===== src/design/votp_pkg.sv =====
// Shared types and constants for the vendor option TLV parser.
`timescale 1ns / 1ps

package votp_pkg;

   // Bytes in the enterprise number and in one sub-option header
   localparam logic [15:0] HDR_BYTES = 16'd4;

   // Result kinds
   localparam logic [1:0] KIND_ENT  = 2'd0;
   localparam logic [1:0] KIND_HDR  = 2'd1;
   localparam logic [1:0] KIND_DATA = 2'd2;
   localparam logic [1:0] KIND_END  = 2'd3;

   // Status codes
   localparam logic [2:0] ST_OK       = 3'd0;
   localparam logic [2:0] ST_SHORT    = 3'd1;
   localparam logic [2:0] ST_BOUNDS   = 3'd2;
   localparam logic [2:0] ST_TOO_LONG = 3'd3;
   localparam logic [2:0] ST_MISMATCH = 3'd4;

   // Configuration register indexes
   localparam logic [1:0] CSR_EXPECTED_ENT = 2'd0;
   localparam logic [1:0] CSR_MAX_SUB_LEN  = 2'd1;
   localparam logic [1:0] CSR_MAX_SUB_OPTS = 2'd2;

   typedef struct packed {
      logic        start_req;
      logic [7:0]  data_byte;
      logic [15:0] option_len;
   } req_type;

   typedef struct packed {
      logic [1:0]  kind;
      logic [31:0] ent_number;
      logic [15:0] sub_code;
      logic [15:0] sub_len;
      logic [7:0]  sub_index;
      logic [15:0] byte_offset;
      logic [7:0]  out_byte;
      logic        done_res;
      logic [2:0]  status;
   } rsp_type;

endpackage


===== src/design/vendor_option_tlv_parser_core.sv =====
// Top level: byte-serial parser for a vendor-specific option payload.
//
//   channel  direction  ports                              moves
//   req      in         req_valid, req_stall, req_data     one payload byte
//   rsp      out        rsp_valid, rsp_stall, rsp_data     one parse result
//   csr      in         csr_write_en, csr_index, csr_wdata register write
//
// One byte per cycle while req_stall is low: each accepted byte updates the parse
// state and yields at most one result, registered in the output stage.
// A two-entry output buffer (main register plus skid) lets a byte enter while a
// result waits; req_stall rises only once both entries are full.
// Reset is synchronous; it clears the parse state and the buffer and sets the registers to their defaults.
`timescale 1ns / 1ps

module vendor_option_tlv_parser_core
   import votp_pkg::*;
(
   input  logic        clock,
   input  logic        reset,
   input  logic        req_valid,
   output logic        req_stall,
   input  req_type     req_data,
   output logic        rsp_valid,
   input  logic        rsp_stall,
   output rsp_type     rsp_data,
   input  logic        csr_write_en,
   input  logic [1:0]  csr_index,
   input  logic [31:0] csr_wdata
);

   typedef enum logic [2:0] {
      PH_IDLE,
      PH_ENT,
      PH_HDR,
      PH_DATA,
      PH_SKIP
   } phase_type;

   // configuration
   logic [31:0] exp_ent_ff;
   logic [15:0] max_len_ff;
   logic [7:0]  max_opts_ff;

   // parse state
   phase_type   phase_ff, phase_in;
   logic [15:0] pos_ff, pos_in;
   logic [15:0] tl_ff, tl_in;
   logic [31:0] ent_ff, ent_in;
   logic [31:0] cls_ff, cls_in;
   logic [15:0] drem_ff, drem_in;
   logic [7:0]  scnt_ff, scnt_in;
   logic [2:0]  err_ff, err_in;
   logic        sup_ff, sup_in;

   // output buffer
   rsp_type     main_ff, skid_ff, rsp_in;
   logic        main_valid_ff, skid_valid_ff;

   logic        accept, drain, emit;
   logic        have, last, final_c;
   logic [15:0] pos_n, rem_n, drem_n;
   logic [7:0]  scnt_n;
   logic [2:0]  st;
   logic [1:0]  kind;
   logic [15:0] code, len, off;
   logic [7:0]  idx, ob;

   // Phase after one sub-option ends (or after the enterprise number)
   function automatic phase_type next_sub(input logic [15:0] pos, input logic [15:0] tl,
                                          input logic [15:0] rem, input logic [7:0] cnt,
                                          input logic [7:0] max_opts);
      phase_type ph;
      if (pos >= tl) begin
         ph = PH_IDLE;
      end else if (cnt >= max_opts || rem < HDR_BYTES) begin
         ph = PH_SKIP;
      end else begin
         ph = PH_HDR;
      end
      return ph;
   endfunction

   assign accept    = req_valid && !req_stall;
   assign drain     = main_valid_ff && !rsp_stall;
   assign req_stall = skid_valid_ff;
   assign rsp_valid = main_valid_ff;
   assign rsp_data  = main_ff;

   always_comb begin
      phase_in = phase_ff;
      pos_in   = pos_ff;
      tl_in    = tl_ff;
      ent_in   = ent_ff;
      cls_in   = cls_ff;
      drem_in  = drem_ff;
      scnt_in  = scnt_ff;
      err_in   = err_ff;
      sup_in   = sup_ff;
      final_c  = 1'b0;
      have     = 1'b0;
      last     = 1'b0;
      kind     = KIND_ENT;
      code     = '0;
      len      = '0;
      off      = '0;
      idx      = '0;
      ob       = '0;
      drem_n   = '0;
      scnt_n   = '0;

      if (req_data.start_req) begin
         phase_in = PH_ENT;
         pos_in   = '0;
         tl_in    = req_data.option_len;
         ent_in   = '0;
         cls_in   = '0;
         drem_in  = '0;
         scnt_in  = '0;
         err_in   = ST_OK;
         sup_in   = 1'b0;
         if (req_data.option_len < HDR_BYTES) begin
            err_in  = ST_SHORT;
            final_c = 1'b1;
         end
      end

      pos_n = pos_in + 16'd1;
      rem_n = tl_in - pos_n;

      if (!final_c && phase_in != PH_IDLE) begin
         last = (pos_n == tl_in);
         case (phase_in)
            PH_ENT: begin
               ent_in = {ent_in[23:0], req_data.data_byte};
               if (pos_n == HDR_BYTES) begin
                  if (exp_ent_ff != '0 && ent_in != exp_ent_ff) begin
                     sup_in = 1'b1;
                  end
                  have     = 1'b1;
                  kind     = KIND_ENT;
                  phase_in = next_sub(pos_n, tl_in, rem_n, scnt_in, max_opts_ff);
                  cls_in   = '0;
                  drem_in  = '0;
               end
            end
            PH_HDR: begin
               cls_in  = {cls_in[23:0], req_data.data_byte};
               drem_n  = drem_in + 16'd1;
               drem_in = drem_n;
               if (drem_n >= HDR_BYTES) begin
                  code = cls_in[31:16];
                  len  = cls_in[15:0];
                  if (len > rem_n) begin
                     err_in = ST_BOUNDS;
                     last   = 1'b1;
                  end else if (len > max_len_ff) begin
                     err_in = ST_TOO_LONG;
                     last   = 1'b1;
                  end else begin
                     have = 1'b1;
                     kind = KIND_HDR;
                     idx  = scnt_in;
                     if (len == '0) begin
                        scnt_n   = scnt_in + 8'd1;
                        scnt_in  = scnt_n;
                        phase_in = next_sub(pos_n, tl_in, rem_n, scnt_n, max_opts_ff);
                        cls_in   = '0;
                        drem_in  = '0;
                     end else begin
                        drem_in  = len;
                        phase_in = PH_DATA;
                     end
                  end
               end
            end
            PH_DATA: begin
               code    = cls_in[31:16];
               len     = cls_in[15:0];
               off     = len - drem_in;
               idx     = scnt_in;
               ob      = req_data.data_byte;
               have    = 1'b1;
               kind    = KIND_DATA;
               drem_n  = drem_in - 16'd1;
               drem_in = drem_n;
               if (drem_n == '0) begin
                  scnt_n   = scnt_in + 8'd1;
                  scnt_in  = scnt_n;
                  phase_in = next_sub(pos_n, tl_in, rem_n, scnt_n, max_opts_ff);
                  cls_in   = '0;
                  drem_in  = '0;
               end
            end
            default: begin
               // skipping a short tail or bytes past the sub-option limit
            end
         endcase
         pos_in  = pos_n;
         final_c = last;
      end

      // Error takes precedence over mismatch on the final result
      if (err_in != ST_OK) begin
         st = err_in;
      end else if (sup_in) begin
         st = ST_MISMATCH;
      end else begin
         st = ST_OK;
      end

      rsp_in.kind        = kind;
      rsp_in.ent_number  = ent_in;
      rsp_in.sub_code    = code;
      rsp_in.sub_len     = len;
      rsp_in.sub_index   = idx;
      rsp_in.byte_offset = off;
      rsp_in.out_byte    = ob;
      rsp_in.done_res    = 1'b0;
      rsp_in.status      = ST_OK;
      emit               = have && !sup_in;

      if (final_c) begin
         phase_in        = PH_IDLE;
         emit            = 1'b1;
         rsp_in.done_res = 1'b1;
         rsp_in.status   = st;
         if (pos_in < HDR_BYTES) begin
            rsp_in.ent_number = '0;
         end
         if (!have || st != ST_OK) begin
            rsp_in.kind        = KIND_END;
            rsp_in.sub_code    = '0;
            rsp_in.sub_len     = '0;
            rsp_in.sub_index   = '0;
            rsp_in.byte_offset = '0;
            rsp_in.out_byte    = '0;
         end
      end
   end

   always_ff @(posedge clock) begin
      if (reset) begin
         exp_ent_ff    <= '0;
         max_len_ff    <= 16'd256;
         max_opts_ff   <= 8'd16;
         phase_ff      <= PH_IDLE;
         pos_ff        <= '0;
         tl_ff         <= '0;
         ent_ff        <= '0;
         cls_ff        <= '0;
         drem_ff       <= '0;
         scnt_ff       <= '0;
         err_ff        <= ST_OK;
         sup_ff        <= 1'b0;
         main_valid_ff <= 1'b0;
         skid_valid_ff <= 1'b0;
      end else begin
         if (csr_write_en) begin
            case (csr_index)
               CSR_EXPECTED_ENT: exp_ent_ff  <= csr_wdata;
               CSR_MAX_SUB_LEN:  max_len_ff  <= csr_wdata[15:0];
               CSR_MAX_SUB_OPTS: max_opts_ff <= csr_wdata[7:0];
               default: begin
               end
            endcase
         end

         if (accept) begin
            phase_ff <= phase_in;
            pos_ff   <= pos_in;
            tl_ff    <= tl_in;
            ent_ff   <= ent_in;
            cls_ff   <= cls_in;
            drem_ff  <= drem_in;
            scnt_ff  <= scnt_in;
            err_ff   <= err_in;
            sup_ff   <= sup_in;
         end

         if (skid_valid_ff) begin
            if (drain) begin
               main_ff       <= skid_ff;
               skid_valid_ff <= 1'b0;
            end
         end else if (accept && emit) begin
            if (!main_valid_ff || drain) begin
               main_ff       <= rsp_in;
               main_valid_ff <= 1'b1;
            end else begin
               skid_ff       <= rsp_in;
               skid_valid_ff <= 1'b1;
            end
         end else if (drain) begin
            main_valid_ff <= 1'b0;
         end
      end
   end

endmodule


===== config.mk =====
export PLATFORM = sky130hd
export DESIGN_NAME = vendor_option_tlv_parser_core
export DESIGN_NICKNAME = d
export VERILOG_FILES = /design/src/design/votp_pkg.sv /design/src/design/vendor_option_tlv_parser_core.sv
export SDC_FILE = /design/constraint.sdc
export NUM_CORES = 1
export LEC_CHECK = 0
export BUFFER_PORTS_ARGS = -buffer_cell sky130_fd_sc_hd__buf_2
export CORE_MARGIN = 3
export CORE_UTILIZATION = 50
export DETAILED_ROUTE_END_ITERATION = 8
export PLACE_DENSITY = 0.69
export REMOVE_ABC_BUFFERS = 1
export SYNTH_ARGS = -nofsm -noshare
export SYNTH_HDL_FRONTEND = slang
export SYNTH_SLANG_ARGS = --single-unit
export TNS_END_PERCENT = 1

===== constraint.sdc =====
create_clock -name clock -period 46.5 [get_ports clock]
set_clock_uncertainty 0.05 [all_clocks]
set_input_delay 4.65 -clock clock [delete_from_list [all_inputs] [get_ports clock]]
set_output_delay 4.65 -clock clock [all_outputs]
set_load 0.005 [all_outputs]

==> flow_summary.json <==
{
  "status": "complete, no violations",
  "fin_area_sq_um": 24600,
  "arrival_ps": 12600,
  "critPathBufInv": 4,
  "antenna_found_initial": 0,
  "synth_edf_count": 204,
  "path_class": "in -> reg",
  "hold_path_class": "reg -> reg",
  "fin_setup_tns_ps": 0,
  "worst_path_max_delay_cell": "buf_4",
  "fin_nets": 2647,
  "track_usage_pct": 28.6,
  "fillers": 3875,
  "port_buffers": 167,
  "drt_iter0_drc": 2081,
  "dpl_worst_slack_ps": 33490,
  "gp_congestion": 0.969,
  "seq_area_frac_synth_pct": 44.6,
  "final_common_cell": "nand2_1",
  "cts_sinks": 389,
  "leakagePower_nw": 9.06,
  "syn2layout_area_growth_pct": 11.5,
  "die_y_um": 216,
  "setup_ws_ps": 34040,
  "ctsHoldBuffers": 0,
  "synthArstFlopShare_pct": 0,
  "mostFrequentLayoutCells": "nand2_1, nor2_1, edfxtp_1",
  "rsz0062_at_grt": "no",
  "pwr_density_cell_nw_per_um2": 32.3,
  "slew_viol_final": 0,
  "min_period_ps": 12460,
  "cts_resized": 0,
  "hpwl_mm": 47.2,
  "crit_path_end_kind": "flip-flop",
  "critical_path_required_ps": 46650,
  "yosysTopAreaCell": "edfxtp_1",
  "die_w_um": 216,
  "drtPass1Iterations": 6,
  "min_path_cells": 2,
  "vias_per_cell": 6.25,
  "reg2reg_depth": 23,
  "reg2reg_slack_ps": 38150,
  "grt_overflow": 0,
  "route.detailed.drc": 0,
  "cts_tree": "yes",
  "max_freq_ghz": 0.0803,
  "cts_setup_buffers": 0,
  "cp_max_fo": 72,
  "rows": 76,
  "avgSynthCellArea_sq_um": 9.06,
  "yosysWarningCount": 0,
  "dieArea_sq_um": 46600,
  "routed_wl_mm": 68.2,
  "drive_above_1_share_pct": 13.1,
  "ios": 168,
  "setup_viol": 0,
  "path_cells": "buf_4 > buf_4 > inv_1 > o21ai_0 > ha_1 > a21oi_1 > nand3_1 > a311oi_1 > o21ai_1 > a221oi_1 > xor2_1 > ha_1 > a21o_1 > a21o_1 > a21oi_1 > a21oi_1 > and4_4 > nor4_4 > nand4_1 > nand3_1 > a2111oi_0 > or3_1 > nor2_4 > buf_4",
  "timing.rr.start": "pos_ff[0]",
  "core-area_sq_um": 43300,
  "power_w": 0.000794,
  "hp-start": "max_len_ff[4]",
  "ant_nets": 0,
  "placed_area_sq_um": 23200,
  "post_drt_wl_per_cell_um": 21.9,
  "slew_headroom_pct": 9.96,
  "cp-start-kind": "primary input",
  "numCtsBuffers": 43,
  "netlist_top_cells_area": "edfxtp_1, dfxtp_1, nand2_1, ha_1, nor2_1",
  "hold_viol_final": 0,
  "grt_pass1_wl_mm": 106,
  "path_clk_slew_ps": 60,
  "ir_drop_v": 0.0000246,
  "max_stage_delay_ps": 850,
  "fin_crit_sh_pct": 26.8,
  "synth_top_area_share_pct": 27.8,
  "reg2reg_to": "skid_ff[26]",
  "yosys_most_used_dff": "edfxtp_1",
  "route.vias.total": 19487,
  "clock-root-buffer": "clkbuf_16",
  "grt_max_degree": 103,
  "synth-seq-cells": 389,
  "cts_buffer_depth": 3,
  "synthCells": 2433,
  "crit_family": "compound AO/OA/AOI/OAI gates",
  "start_util_pct": 50.9,
  "whs_ps": 405,
  "diodes": 0,
  "clk_latency_ps": 590,
  "syn-cell-area_sq_um": 22000,
  "first_global_vias": 18279,
  "htreeDepth": 2,
  "drv_cap": 0,
  "yosysUniqueCellTypes": 92,
  "tightestPinTransition_ps": 1340,
  "worstHoldEndpoint": "max_len_ff[4]"
}
-- where the power goes --
part,internal [W],total [W],switching [W]
registers,0.000363,0.000368,0.00000553
clock network,0.000189,0.000336,0.000147
logic,0.0000308,0.0000898,0.0000590
-- flip-flops by register name (all words and copies together), names as in the netlist, 8 cells and up --
signal / flops
drem_ff: 16
pos_ff: 16
ent_ff: 32
max_len_ff: 16
max_opts_ff: 8
skid_ff: 102
scnt_ff: 8
rsp_data: 102
cls_ff: 32
exp_ent_ff: 32
tl_ff: 16
-- final cells by class --
cell class / instances / area (sq um) / area share, %
clock buffers: 50 / 1100 / 4.49
multi-input cells: 1783 / 11200 / 45.7
well taps: 585 / 732 / 2.98
inverters: 86 / 323 / 1.31
flip-flops and latches: 389 / 9830 / 40.0
clock inverters: 29 / 280 / 1.14
repair buffers: 197 / 1070 / 4.35
-- layer usage --
| metal | GRT usage (%) | routed length, um | vias up |
|---|---|---|---|
| li1 | - | - | 9087 |
| met1 | 40.0 | 29700 | 9411 |
| met2 | 45.3 | 30800 | 854 |
| met3 | 5.29 | 5740 | 135 |
| met4 | 8.56 | 1990 | 0 |
| met5 | 0 | 0 | - |
-- cell families (layout without fill, tap and decap cells) --
| kind of cell | after synthesis | in the layout | synth area share, % |
|---|---|---|---|
| AOI/OAI and AO/OA | 639 | 639 | 19.9 |
| xor gates and xnor gates | 76 | 76 | 3.08 |
| adders and majority gates | 83 | 83 | 4.78 |
| buffers and inverters | 261 | 362 | 4.74 |
| DFF | 389 | 389 | 44.6 |
| muxes | 63 | 63 | 2.98 |
| and+or+nand+nor | 922 | 922 | 19.9 |
-- worst register-to-register path, stage by stage (launching register included) --
cell       delay (ps)
dfxtp_1           500
nand4_1           580
nor3_1            420
o21ai_0           140
ha_1              370
inv_1             120
a211oi_1           50
a311oi_1          510
o21ai_1           190
a221oi_1          450
xor2_1            250
ha_1              290
a21o_1            170
a21o_1            160
a21oi_1           270
a21oi_1           140
and4_4            190
nor4_4            300
nand4_1           210
nand3_1           230
a2111oi_0         180
or3_1             490
nor2_4            770
buf_4             860
-- synthesized netlist by cell type, types with 10 or more instances --
cell and instances:
nand2_1 325, nor2_1 253, edfxtp_1 204, dfxtp_1 185
a21oi_1 162, clkbuf_1 131, a22oi_1 99, o21ai_0 88
inv_1 85, ha_1 81, xnor2_1 51, nand3_1 47
nor3_1 47, o31ai_1 45, o41ai_1 43, mux2i_1 42
nor2b_1 41, nor4_1 39, nand4_1 28, buf_2 27
a21o_1 26, a31oi_1 26, xor2_1 24, mux2_2 21
a22o_1 19, and3_1 17, nand2b_1 16, and2_1 14
or3_1 13, a211oi_1 10, nor3b_1 10, nor4bb_1 10
o21a_1 10, or4_1 10
-- worst max path at each step --
stage | startpoint | to | cells past startpoint
finish | req_data[24] | skid_ff[26] | 24
global route | req_data[24] | skid_ff[49] | 24
CTS | req_data[24] | skid_ff[26] | 24
detailed placement | req_data[24] | skid_ff[13] | 24
global placement | req_data[24] | skid_ff[13] | 24
floorplan | req_data[24] | rsp_data[0] | 21
-- stage by stage --
| step | util [%] | instances |
|---|---|---|
| 2_1_floorplan | - | 2258 |
| 3_3_place_gp | 53.6 | 3040 |
| 3_5_place_dp | 53.6 | 3040 |
| 4_1_cts | 56.8 | 3119 |
| 5_1_grt | 56.8 | 3119 |
| 6_report | 56.8 | 3119 |
Power figures use the tool's default switching activity.
